--- src/rtl/msc_pkg.sv ---
package msc_pkg;

  typedef struct packed {
    logic        cmd;
    logic [7:0]  load_addr;
    logic [31:0] load_word;
  } in_item_t;

  typedef struct packed {
    logic [1:0]  status;
    logic [31:0] next_pc;
    logic        reg_write_valid;
    logic [4:0]  reg_write_index;
    logic [31:0] reg_write_value;
    logic        mem_write_valid;
    logic [7:0]  mem_write_addr;
    logic [31:0] mem_write_value;
    logic [2:0]  instr_cycles;
    logic [31:0] total_cycles;
  } out_item_t;

  localparam logic [1:0] StExec   = 2'd0;
  localparam logic [1:0] StHalt   = 2'd1;
  localparam logic [1:0] StUnsup  = 2'd2;
  localparam logic [1:0] StLoad   = 2'd3;

  localparam logic [5:0] OpRtype = 6'd0;
  localparam logic [5:0] OpJ     = 6'd2;
  localparam logic [5:0] OpBeq   = 6'd4;
  localparam logic [5:0] OpLw    = 6'd35;
  localparam logic [5:0] OpSw    = 6'd43;
  localparam logic [5:0] OpHalt  = 6'd63;
  localparam logic [5:0] FnSub   = 6'd34;
  localparam logic [5:0] FnSlt   = 6'd42;

  localparam logic [31:0] GpReset = 32'd100;

  // Datapath commands issued by the controller.
  typedef enum logic [3:0] {
    DpNop, DpLoadIn, DpMemWr, DpMemRd, DpIrByte, DpRfRead,
    DpExec, DpLwByte, DpCommit, DpFinish
  } dp_op_e;

  typedef struct packed {
    dp_op_e     op;
    logic [1:0] byte_sel;
    logic       use_ea;
  } dp_cmd_t;

  typedef struct packed {
    logic       cmd;
    logic       halted;
    logic [5:0] opcode;
    logic [5:0] funct;
  } dp_stat_t;

endpackage

--- src/rtl/msc_ctrl.sv ---
module msc_ctrl import msc_pkg::*; (
  input  logic     clk_i,
  input  logic     rst_ni,
  input  logic     in_valid_i,
  output logic     in_ready_o,
  output logic     out_valid_o,
  input  logic     out_ready_i,
  input  dp_stat_t stat_i,
  output dp_cmd_t  cmd_o
);

  localparam logic [3:0] SIdle   = 4'd0;
  localparam logic [3:0] SDecide = 4'd1;
  localparam logic [3:0] SStore  = 4'd2;
  localparam logic [3:0] SFetchR = 4'd3;
  localparam logic [3:0] SFetchC = 4'd4;
  localparam logic [3:0] SRfRead = 4'd5;
  localparam logic [3:0] SExec   = 4'd6;
  localparam logic [3:0] SLwR    = 4'd7;
  localparam logic [3:0] SLwC    = 4'd8;
  localparam logic [3:0] SCommit = 4'd9;
  localparam logic [3:0] SOut    = 4'd10;

  logic [3:0] state_q, state_d;
  logic [2:0] cnt_q, cnt_d;
  logic       accept;

  assign in_ready_o  = (state_q == SIdle);
  assign out_valid_o = (state_q == SOut);
  assign accept      = in_valid_i && in_ready_o;

  always_comb begin
    state_d = state_q;
    cnt_d   = cnt_q;
    cmd_o   = '{op: DpNop, byte_sel: cnt_q[1:0], use_ea: 1'b0};
    unique case (state_q)
      SIdle: if (accept) begin
        cmd_o.op = DpLoadIn;
        state_d = SDecide;
      end
      SDecide: begin
        cnt_d = '0;
        if (!stat_i.cmd) state_d = SStore;
        else if (stat_i.halted) state_d = SCommit;
        else state_d = SFetchR;
      end
      SStore: begin
        cmd_o.op = DpMemWr;
        cnt_d = cnt_q + 3'd1;
        if (cnt_q == 3'd3) state_d = SCommit;
      end
      SFetchR: state_d = SFetchC;
      SFetchC: begin
        cmd_o.op = DpIrByte;
        cmd_o.byte_sel = cnt_q[1:0] - 2'd1;
        cnt_d = cnt_q + 3'd1;
        state_d = (cnt_q == 3'd3) ? SRfRead : SFetchR;
      end
      SRfRead: begin
        cmd_o.op = DpRfRead;
        state_d = SExec;
      end
      SExec: begin
        cmd_o.op = DpExec;
        cnt_d = '0;
        if (stat_i.opcode == OpLw) state_d = SLwR;
        else if (stat_i.opcode == OpSw) state_d = SStore;
        else state_d = SCommit;
      end
      SLwR: begin
        cmd_o.use_ea = 1'b1;
        state_d = SLwC;
      end
      SLwC: begin
        cmd_o.op = DpLwByte;
        cnt_d = cnt_q + 3'd1;
        state_d = (cnt_q == 3'd3) ? SCommit : SLwR;
      end
      SCommit: begin
        cmd_o.op = DpCommit;
        state_d = SOut;
      end
      SOut: if (out_ready_i) state_d = SIdle;
      default: state_d = SIdle;
    endcase
  end

  always_ff @(posedge clk_i or negedge rst_ni) begin
    if (!rst_ni) begin
      state_q <= SIdle;
      cnt_q   <= '0;
    end else begin
      state_q <= state_d;
      cnt_q   <= cnt_d;
    end
  end

  a_ready_out_excl: assert property (@(posedge clk_i) disable iff (!rst_ni)
    !(in_ready_o && out_valid_o)) else $error("ready and valid both high");
  a_commit_then_out: assert property (@(posedge clk_i) disable iff (!rst_ni)
    (state_q == SCommit) |=> out_valid_o) else $error("commit not followed by output");
  a_out_held: assert property (@(posedge clk_i) disable iff (!rst_ni)
    (out_valid_o && !out_ready_i) |=> out_valid_o) else $error("result dropped");
  a_cnt_range: assert property (@(posedge clk_i) disable iff (!rst_ni)
    cnt_q <= 3'd4) else $error("byte counter out of range");

endmodule

--- config.mk ---
export PLATFORM = sky130hd
export DESIGN_NAME = msc_ctrl
export DESIGN_NICKNAME = d
export VERILOG_FILES = /design/src/rtl/msc_pkg.sv /design/src/rtl/msc_ctrl.sv
export SDC_FILE = /design/constraint.sdc
export NUM_CORES = 1
export LEC_CHECK = 0
export ABC_AREA = 1
export BUFFER_PORTS_ARGS = -buffer_cell sky130_fd_sc_hd__buf_2
export CAP_MARGIN = 20
export CORE_AREA = 2 2 41 43
export DETAILED_ROUTE_END_ITERATION = 7
export DIE_AREA = 0 0 43 45
export GPL_ROUTABILITY_DRIVEN = 1
export PLACE_DENSITY = 0.84
export RECOVER_POWER = 25
export SYNTH_ARGS = -nofsm -noshare
export SYNTH_HDL_FRONTEND = slang
export SYNTH_SLANG_ARGS = --single-unit
--- constraint.sdc ---
create_clock -name clk_i -period 1.61 [get_ports clk_i]
set_clock_uncertainty 0.15 [all_clocks]
set_input_delay 0 -clock clk_i [delete_from_list [all_inputs] [get_ports clk_i]]
set_output_delay 0 -clock clk_i [all_outputs]
set_load 0.005 [all_outputs]
==> out/summary.md, run 1 <==
Per report_power, the clock group accounts for 11.8% of the total. Routability-driven placement finished with a final weighted congestion of 0.890. Summed over all instances, the cell type with the most area after synthesis is dfrtp_1.

After detailed routing, the wire length on met1 is 656 um. The startpoint identified for the worst register-to-register timing path is cnt_q[0]$_DFFE_PN0P_. The die covers 0.00194 sq mm. In this run, CTS created clock tree buffers numbering 3. The number of antenna diodes in the final layout is 0.

For the first-pass GRT wire length, the log shows 2670 um. Summed over its instances, the top area cell type makes up 27.3% of the synthesized netlist area. The via count of the first global-routing pass was 670; the relative contribution of combinational cells to total power was 63.9%.

Setup repair after global routing left no endpoint under its margin. The transition time of the tightest slew-check pin was 334 ps; the growth of design area from synthesis to finish was 33.0%. The worst path in the final design needs a cycle of 1480 ps, including I/O delays and setup. The worst-case IR drop observed on VDD is 857 uV. Master cell of the clock root buffer: clkbuf_4.

Net switching is 50.2% of the power. For the count of maximum capacitance violations, the log shows 0. The post-detailed-route via-to-cell ratio is 4.97, and the core footprint is 0.00147 sq mm. For the total number of placement rows, the log shows 14.

The length in cells of the worst reg-to-reg path is 8. For this run, the number of standard cells in the final layout without fillers is 151. The run gives 0 as the total count of max-transition violations in the final report. The tools report the hold-critical path endpoint as state_q[0]$_DFFE_PN0P_. The normalized max-slew margin is 77.6%, and the number of filler cells placed in the layout is 150.

The count of input and output buffers came out at 20. The tools report the synthesized instance count as 105. The Yosys step of the flow raised 0 warnings.

The met2 wirelength from detailed routing came out at 814 um. For this run, the total global-route usage over all layers was measured as 18.4%. The x dimension of the die works out to 43 um. The startpoint identified for the worst hold timing path is stat_i[11]. The synthesized area per cell was 6.10 sq um; the net count reported at finish was 156. The number of antenna-violating nets in the routed design was 0; the clock tree buffer depth was 2.

The die is 45 um tall. The highest fanout seen on the critical path came out at 6. The worst setup path is launched from a flop. After clock tree synthesis, the clock-pin slew on the worst setup and hold paths is 60 ps.

The logs give 24.4% for the fraction of power consumed by sequential logic and 697 uW for the internal power summed over all cells. Final setup violation count: 0. The detailed-route wire length per cell was 10.4 um. TritonCTS built the clock tree. Switching power of the nets: 701 uW. The total vias in the final route is 751, and the static power due to leakage is 0.000513 uW. The number of nets handed over by synthesis was 125. At the worst endpoint, the arrival time is 1330 ps.

The detailed placement HPWL is 1280 um, and the upper clock frequency limit is 674 MHz. Traced cell by cell, the critical path runs through nor2_4 -> inv_1 -> nor2_1 -> nand2_1 -> nand3_1 -> buf_2. Post-CTS timing repair inserted 0 buffers for setup. End of the worst register-to-register path: state_q[3]$_DFFE_PN0P_. For this configuration, the core starts out at a cell density of 43.5%.

The count of endpoints failing hold in the final timing report was 0. The layout cell share with drive strength beyond 1 came out at 29.6%. The tools report the endpoint kind of the worst setup timing path as an output port. The number of I/O pins was 27; the number of iterations in the first detailed-routing pass was 4. In the final timing run, aggregate negative setup slack is 0 ps. Data on the critical path is required at its endpoint by 1460 ps.

The tools report the latest clock arrival within the worst-skew pair as 250 ps. The power per cell area works out to 1640 mW/mm^2. The tools report the start point of the critical path as state_q[0]$_DFFE_PN0P_.

The cell with the biggest individual delay on the critical path is dfrtp_1. Number of DRC markers in iteration 0: 21. Registers take 175 sq um. The number of instances on the worst hold path came out at 6.

The multi-input combinational cells in the finished layout cover a total of 384 sq um. The routed wire length came out at 1570 um. The share of synthesized area occupied by flip-flops and latches is 27.3%. The run gives 1 as the count of H-tree levels built during CTS.

Highest routing layer actually used: met4. The critical path class is reg2out. Yosys mapped the design onto 20 distinct sky130hd cell types. Entering global routing, the biggest net connects 8 pins. The slack of the worst reg-to-reg path is 130 ps. The logs give 7 for the clock sink count and 0 for the DRC violation count after routing. Top cell family by delay on the critical path: simple AND/OR/NAND/NOR gates. Counting flops and latches in the post-synthesis netlist gives 7.

The cell area that synthesis handed to floorplanning was 641 sq um. The delay contributed by the slowest stage of the critical path is 430 ps, and the instance count after placement with tap cells included is 142. Share of the clock period used by the worst path after layout: 92.1%. In the post-synthesis netlist, the biggest area contributors are dfrtp_1, nand2_1, inv_1.

After global routing the overflow that remains totals 0. Together, buffers and inverters on the worst path number 2. The logs give 96 um for the sum of met3 wire segment lengths after detailed routing and 0 for the initial antenna violation count.

In this run the worst hold path is classified as in2reg. The run finished with clean final reports.
## power by group through the flow
stage	combinational (uW)	sequential [uW]	clock, uW
floorplan	621	328	0
global placement	847	335	0
detailed placement	874	340	0
CTS	888	337	168
global route	1030	348	184
finish	892	340	164
## state kept, by name, indices dropped and copies added, names as in the netlist
signal / flops
state_q: 4
cnt_q: 3
## synthesized netlist by cell type (all sizes together)
library cell	number
a21oi	1
dfrtp	7
ha	2
inv	23
nand2	34
nand3	7
nand4	6
nor2	17
nor3	1
o211ai	1
o21ai	4
or2	1
xor2	1
## tightest hold or removal path, delay by kind of cell
family / cells / cell delay [ps]
compound gates: 1 / 80
simple gates: 3 / 180
buf+inv: 2 / 130
## layout make-up
class                   instances  share of cell area (%)
clock buffers                   4                    3.08
inverters                      23                    10.4
multi-input cells              75                    45.1
flip-flops and latches          7                    20.6
well taps                      16                    2.35
repair buffers                 26                    18.5
## logic make-up after synthesis
logic type / after synthesis / synth area share [%]
flops: 7 / 27.3
simple gates: 66 / 48.4
xor+xnor: 1 / 1.37
buf+inv: 23 / 13.9
compound gates: 6 / 5.08
fa+ha+maj: 2 / 3.91
## worst max path at each step
stage | slack, ps | endpoint | depth (start not counted)
floorplan | 250 | state_q[3]$_DFFE_PN0P_ | 8
global placement | 170 | state_q[3]$_DFFE_PN0P_ | 8
detailed placement | 140 | state_q[3]$_DFFE_PN0P_ | 8
CTS | 100 | cmd_o[1] | 4
global route | 10 | state_q[3]$_DFFE_PN0P_ | 8
finish | 130 | cmd_o[3] | 6
## layer usage
layer,vias to the layer above,global-route usage [%]
li1,385,-
met1,338,21.6
met2,26,34.2
met3,2,2.40
met4,0,7.27
met5,-,0
## through the flow
| stage | utilization (%) | total power (uW) | worst slack [ps] | hold slack (ps) | instance area (sq um) |
|---|---|---|---|---|---|
| after CTS | 57.4 | 1390 | 105 | 22.3 | 845 |
| after global routing | 57.9 | 1570 | 11.3 | 56.2 | 852 |
| after global placement | 52.2 | 1180 | 171 | -306 | 768 |
| final | 57.9 | 1400 | 127 | 21.2 | 852 |
| after floorplan | - | 949 | 245 | -446 | 641 |
| after detailed placement | 52.2 | 1210 | 137 | -302 | 768 |
## placed cells by master (no fill, tap or decap), drive strengths merged
cell type	instances
nand3	7
clkbuf	4
nor3	1
inv	23
nor2	17
buf	21
nand2	34
ha	2
dlygate4sd3	5
nand4	6
xor2	1
a21oi	1
o211ai	1
or2	1
dfrtp	7
o21ai	4
## repair_timing
item                                    4_1_cts  5_1_grt
endpoints found under the setup margin        0        2
hold buffers                                  5        0
gates resized for setup                       0        2
hold endpoints to repair                     10        0
No activity file was read; power rests on OpenSTA's default activity.
==> inputs of run 2 (changes only) <==
- CORE_AREA: 2 2 41 43 -> 2 2 43 45
- DIE_AREA: 0 0 43 45 -> 0 0 45 47
- PLACE_DENSITY: 0.84 -> 0.81
- clock period: 1.61 -> 1.25 ns (I/O delays scaled with it)
==> run 2 against run 1 <==
  * The flow now finishes with violations (negative setup slack)
  * Global-route usage grew 3.3 points
  * Worst hold slack worse by 9.6 ps
  * Routed wire length is 69% higher
  * Largest power group unchanged
==> out/summary.md, run 2 (synthesized netlist as in run 1, its figures left out) <==
The flow ran to the end, but the final reports show violations. The checks that failed: negative setup slack. For the floorplan die area, the log shows 0.00212 sq mm (was 0.00194 sq mm).

The run gives 0 (unchanged) as the total count of max-transition violations in the final report. The share of the clock period used by the worst path after layout came out at 125%. The number of I/O pins is 27 (unchanged), and the worst slack on hold paths is 11.6 ps (was 21.2 ps).

For the number of filler cells placed in the layout, the log shows 107 (was 150). The switching share of power was 47.3% (was 50.2%). The starting density of the core was 38.8% (was 43.5%). The largest net degree at the start of global routing was 8 (unchanged); the core footprint was 0.00165 sq mm (was 0.00147 sq mm).

The total track usage is 21.8% (was 18.4%), and the via count of the first global-routing pass is 805 (was 670). The highest fanout seen on the critical path was 4 (was 6); the internal power summed over all cells was 1610 uW (was 697 uW). The tools report the routed wire length as 2650 um (was 1570 um).

Final core utilization: 76.4% (was 57.9%). The logs give 0 (unchanged) for the initial antenna violation count and -230 ps (was 130 ps) for the slack of the worst reg-to-reg path. Minimum clock period: 1570 ps.

The endpoint kind of the worst setup timing path is an output port (unchanged). The kind of start point of the critical path is a flop (unchanged). The kind of path behind the tightest hold check is in2reg (unchanged).

For the count of maximum capacitance violations, the log shows 0 (unchanged). The register with the most flip-flops was state_q (unchanged). The master cell of the clock root buffer is clkbuf_4 (unchanged). The clock tree buffer depth came out at 2 (unchanged). Largest registers: state_q (4), cnt_q (3) (unchanged).

For the switching power of the nets, the log shows 1440 uW (was 701 uW). The x dimension of the die was 45 um (was 43 um). The CTS buffer count came out at 3 (unchanged). The critical path class was reg2out (unchanged). The layout cell share with drive strength beyond 1 was 63.0% (was 29.6%). The count of antenna diodes in the layout is 0 (unchanged).

The transition time of the tightest slew-check pin works out to 393 ps (was 334 ps). For the number of iterations in the first detailed-routing pass, the log shows 4 (unchanged). The count of endpoints failing hold in the final timing report is 0 (unchanged), and the relative contribution of combinational cells to total power is 77.4% (was 63.9%). The commonest non-fill, non-tap cell in the layout is nand2_1 (unchanged). The run gives 16 (was 0) as the final setup violation count. The detailed placement HPWL was 1430 um (was 1280 um); the latest clock arrival within the worst-skew pair was 270 ps (was 250 ps). The growth of design area from synthesis to finish is 97.1% (was 33.0%), and the net count reported at finish is 183 (was 156). The slack of the critical path was -318 ps (was 127 ps). The run gives 0.863 (was 0.890) as the global placement routability congestion. Leading cell types in the layout, fill and taps excluded: nand2_1, buf_2, buf_4, buf_6, inv_1 (was nand2_1, buf_2, inv_1, nor2_1). For the clock sink count, the log shows 7 (unchanged). The logs give 27 (was 21) for the number of DRC markers in iteration 0 and 15.3% (was 24.4%) for the fraction of power consumed by sequential logic.

The clock transition time at the flip-flop clock pins of the worst setup and hold paths is 60 ps (about the same). The maximum vdd ir drop came out at 1430 uV (was 857 uV). The endpoint required time on the critical path was 1100 ps (was 1460 ps).

The y dimension of the die is 47 um (was 45 um), and the power share of the clock group is 7.3% (was 11.8%). Remaining global-route overflow: 0 (unchanged). The first-pass GRT wire length was 3330 um (was 2670 um); the total number of placement rows was 15 (was 14).

The count of input and output buffers is 20 (unchanged), and the detailed-route wire length per cell is 14.8 um (was 10.4 um). The power per cell area was 2420 mW/mm^2 (was 1640 mW/mm^2); the post-detailed-route via-to-cell ratio was 5.25 (was 4.97). The logs give 1420 ps (was 1330 ps) for the worst endpoint data arrival time and -3330 ps (was 0 ps) for the sum of negative setup slack. TritonCTS built the clock tree.

The flip-flop count of the largest register, all copies and words added was 4 (unchanged); the DRC violation count after routing was 0 (unchanged). The logs give 0 (unchanged) for the number of antenna-violating nets in the routed design and 0.000689 uW (was 0.000513 uW) for the static power due to leakage. The logs give 638 MHz for the upper clock frequency limit and 940 (was 751) for the total vias in the final route. Count of H-tree levels built during CTS: 1 (unchanged).

The normalized max-slew margin came out at 73.7% (was 77.6%). Setup repair after global routing could not meet its margin everywhere.
[run 2: area by class of cell]
type                    instances  area [sq um]  area share (%)
flip-flops and latches          7           180            14.3
inverters                      23          93.8            7.43
well taps                      17          21.3            1.68
multi-input cells              75           532            42.1
repair buffers                 53           409            32.4
clock buffers                   4          26.3            2.08
[run 2: layer usage]
layer	track usage (%)	wire length, um	share of wire, %	vias to the layer above
met5	0	0	0	-
met2	40.9	1310	49	46
met3	2.69	141	5.3	14
li1	-	-	-	442
met4	11.8	114	4.3	0
met1	23.7	1090	41	438
[run 2: what timing repair did]
| action | in CTS | in global routing |
|---|---|---|
| pin swaps | 8 | 13 |
| resized for setup | 14 | 41 |
| setup endpoints to repair | 16 | 16 |
| hold endpoints to repair | 9 | 0 |
| buffers inserted | 6 | 8 |
| hold buffers | 4 | 0 |
[run 2: worst paths after layout]
| kind | from | to | cells after the start |
|---|---|---|---|
| setup / recovery | state_q[2]$_DFFE_PN0P_ | cmd_o[0] | 7 |
| hold / removal | stat_i[13] | state_q[0]$_DFFE_PN0P_ | 5 |
| setup reg to reg | state_q[2]$_DFFE_PN0P_ | state_q[0]$_DFFE_PN0P_ | 9 |
| hold reg to reg | cnt_q[2]$_DFFE_PN0P_ | cnt_q[2]$_DFFE_PN0P_ | 2 |
| max in group asynchronous | rst_ni | state_q[3]$_DFFE_PN0P_ | 3 |
| min in group asynchronous | rst_ni | cnt_q[1]$_DFFE_PN0P_ | 3 |
[run 2: per-stage QoR]
step / cell area (sq um) / setup slack, ps / std cells / total power [uW]
after floorplan: 681 / -50.3 / 105 / 1300
after global placement: 915 / -127 / 157 / 1850
after detailed placement: 915 / -159 / 157 / 1890
after CTS: 1070 / -256 / 171 / 2380
after global routing: 1260 / -395 / 179 / 3250
final: 1260 / -318 / 179 / 3050
[run 2: power by group through the flow]
| stage | sequential [uW] | clock (uW) | combinational (uW) |
|---|---|---|---|
| 2_1_floorplan | 442 | 0 | 858 |
| 3_3_place_gp | 448 | 0 | 1400 |
| 3_5_place_dp | 459 | 0 | 1430 |
| 4_1_cts | 436 | 218 | 1720 |
| 5_1_grt | 479 | 247 | 2520 |
| 6_report | 466 | 223 | 2360 |
[run 2: worst max-delay path: stages, from the launching register on]
cell	delay (ps)
dfrtp_2	440
inv_2	70
nor2_4	140
buf_4	140
nand2_1	70
buf_4	130
inv_1	50
buf_2	110
==> inputs of run 3 (changes only) <==
--- a/config.mk
+++ b/config.mk
@@ -19 +19,2 @@
 export SYNTH_SLANG_ARGS = --single-unit
+export TNS_END_PERCENT = 10
==> constraint.sdc (replaced) <==
create_clock -name clk_i -period 1.25 [get_ports clk_i]
set_clock_uncertainty 0.15 [all_clocks]
set_input_delay 0.25 -clock clk_i [delete_from_list [all_inputs] [get_ports clk_i]]
set_output_delay 0.25 -clock clk_i [all_outputs]
set_load 0.005 [all_outputs]
==> run 3 against run 2 <==
  * Worst hold slack better by 110 ps
  * Routed wire length down 36%
  * The run still ends with negative setup slack left
  * Non-clock buffer count is 22 lower
  * Critical path type unchanged
  * Largest cell class unchanged
  * Fmax is 7.8% lower
==> out/summary.md, run 3 (synthesized netlist as in run 1, its figures left out) <==
The run finished, with violations left. Violations in the final reports: negative setup slack (unchanged). Leading cell types in the layout, fill and taps excluded: nand2_1, buf_2, inv_1, buf_4, inv_2 (was nand2_1, buf_2, buf_4, buf_6, inv_1).

The post-detailed-route via-to-cell ratio is 4.91 (was 5.25). The count of maximum capacitance violations was 0 (unchanged); the y dimension of the die was 47 um (unchanged). The final setup violation count is 16 (unchanged). The endpoint required time on the critical path is 850 ps (was 1100 ps), and the clock sink count is 7 (unchanged).

The layout cell share with drive strength beyond 1 came out at 46.4% (was 63.0%). The flip-flop count of the largest register, all copies and words added is 4 (unchanged). The count of input and output buffers was 20 (unchanged); the number of filler cells placed in the layout was 164 (was 107).

The master cell of the clock root buffer is clkbuf_4 (unchanged). Critical path class: reg2out (unchanged). The number of antenna-violating nets in the routed design came out at 0 (unchanged). The via count of the first global-routing pass is 724 (was 805), and the remaining global-route overflow is 0 (unchanged). The run gives 0.000543 uW (was 0.000689 uW) as the static power due to leakage. The tools report the number of iterations in the first detailed-routing pass as 4 (unchanged). First-pass GRT wire length: 2850 um (was 3330 um).

Endpoint kind of the worst setup timing path: an output port (unchanged). CP Cell Sequence: inv_2 -> nor2_4 -> nand2_4 -> xor2_1 -> buf_2 (was inv_2 -> nor2_4 -> buf_4 -> nand2_1 -> buf_4 -> inv_1 -> buf_2). The logs give 3 (unchanged) for the CTS buffer count and 0 (unchanged) for the count of antenna diodes in the layout. Start point of the critical path: state_q[2]$_DFFE_PN0P_ (unchanged).

The starting density of the core came out at 38.8% (unchanged). The number of I/O pins is 27 (unchanged). The net count reported at finish is 161 (was 183). Largest registers: state_q (4), cnt_q (3) (unchanged). The clock tree buffer depth was 2 (unchanged).

The cell with the biggest individual delay on the critical path is dfrtp_2 (unchanged). Kind of start point of the critical path: a flop (unchanged). For the initial antenna violation count, the log shows 0 (unchanged).

The latest clock arrival within the worst-skew pair was 260 ps (was 270 ps); the maximum vdd ir drop was 849 uV (was 1430 uV). The detailed placement HPWL was 1430 um (about the same). The number of DRC markers in iteration 0 came out at 19 (was 27). The total count of max-transition violations in the final report was 0 (unchanged); the delay contributed by the slowest stage of the critical path was 440 ps (about the same).

End of the critical path: cmd_o[1] (was cmd_o[0]). The start of the worst register-to-register path was state_q[1]$_DFFE_PN0P_ (was state_q[2]$_DFFE_PN0P_). The instance count after placement with tap cells included came out at 150 (was 157).

The floorplan die area was 0.00212 sq mm (unchanged); the routed wire length was 1710 um (was 2650 um). Setup repair after global routing could not meet its margin everywhere. The power per cell area was 2300 mW/mm^2 (was 2420 mW/mm^2); the final core utilization was 56.8% (was 76.4%).

The clock transition time at the flip-flop clock pins of the worst setup and hold paths was 60 ps (about the same); the x dimension of the die was 45 um (unchanged). The logs give 588 MHz (was 638 MHz) for the upper clock frequency limit and 157 (was 179) for the post-layout instance count excluding filler cells. The growth of design area from synthesis to finish is 46.5% (was 97.1%), and the slack of the critical path is -451 ps (was -318 ps). The share of the clock period used by the worst path after layout came out at 136% (was 125%).

The count of H-tree levels built during CTS was 1 (unchanged); the count of endpoints failing hold in the final timing report was 0 (unchanged). Total vias in the final route: 771 (was 940). The total number of placement rows was 15 (unchanged); the global placement routability congestion was 0.856 (was 0.863). The DRC violation count after routing was 0 (unchanged). Slack of the worst reg-to-reg path: -220 ps (was -230 ps). The end of the worst register-to-register path is state_q[0]$_DFFE_PN0P_ (unchanged). The length in cells of the worst reg-to-reg path was 9 (unchanged). TritonCTS built the clock tree. Register with the most flip-flops: state_q (unchanged). The normalized max-slew margin was 75.1% (was 73.7%).

The worst endpoint data arrival time was 1300 ps (was 1420 ps); the detailed-route wire length per cell was 10.9 um (was 14.8 um). The core footprint was 0.00165 sq mm (unchanged); the minimum clock period was 1700 ps (was 1570 ps). For the total power, the log shows 2160 uW (was 3050 uW). The total track usage is 18.7% (was 21.8%), and the largest net degree at the start of global routing is 8 (unchanged). The highest fanout seen on the critical path is 4 (unchanged), and the transition time of the tightest slew-check pin is 373 ps (was 393 ps). The kind of path behind the tightest hold check was in2reg (unchanged). Commonest non-fill, non-tap cell in the layout: nand2_1 (unchanged).
-- run 3: changes by cell type in the layout (fill, tap and decap cells not counted), sizes merged --
cell	before	now
clkbuf	4	5
buf	49	29
dlygate4sd3	4	1
-- run 3: timing repair --
item	4_1_cts	5_1_grt
cloned	0	0
setup endpoints to repair	16	16
pin swaps	3	4
gates resized for setup	9	4
hold buffers	1	0
buffers inserted	0	2
hold endpoints to repair	7	0
-- run 3: per-layer routing --
| metal | part of all wire [%] | vias to the layer above | track usage (%) |
|---|---|---|---|
| li1 | - | 399 | - |
| met1 | 43 | 344 | 22.3 |
| met2 | 50 | 24 | 31.1 |
| met3 | 5.3 | 4 | 6.92 |
| met4 | 2.2 | 0 | 6.47 |
| met5 | 0 | - | 0 |
-- run 3: critical path: cells and delay by family (launching register included) --
kind	cells	cell delay, ps
flip-flops	1	440
buffers and inverters	2	200
XOR/XNOR	1	150
AND/OR/NAND/NOR	2	240
-- run 3: layout make-up --
cell class	instances	area [sq um]	share of cell area, %
Sequential cell	7	180	19.2
Tap cell	17	21.3	2.27
Multi-Input combinational cell	75	438	46.7
Timing Repair Buffer	31	184	19.6
Inverter	23	88.8	9.47
Clock buffer	4	26.3	2.80
-- run 3: worst min path at each step --
stage | startpoint | end | slack [ps] | cells after the start
after CTS | out_ready_i | state_q[3]$_DFFE_PN0P_ | 110 | 4
after floorplan | rst_ni | cnt_q[0]$_DFFE_PN0P_ | -200 | 0
final | out_ready_i | state_q[3]$_DFFE_PN0P_ | 120 | 4
after global placement | rst_ni | cnt_q[1]$_DFFE_PN0P_ | -60 | 1
after detailed placement | rst_ni | cnt_q[2]$_DFFE_PN0P_ | -60 | 1
after global routing | out_ready_i | state_q[3]$_DFFE_PN0P_ | 140 | 4
-- run 3: where the power goes --
group	internal, uW	leakage (uW)	total, uW	switching [uW]
clock network	122	0.0000150	212	89.7
registers	336	0.0000846	470	134
logic	652	0.000443	1480	829
total	1110	0.000543	2160	1050
-- run 3: per-stage QoR --
step	worst slack (ps)	setup TNS [ps]	hold WS, ps	cell area [sq um]
floorplan	-50.3	-226	-196	681
global placement	-145	-1420	-62.4	862
detailed placement	-238	-1980	-58.3	862
CTS	-438	-4280	106	913
global route	-487	-5750	139	938
finish	-451	-4500	123	938
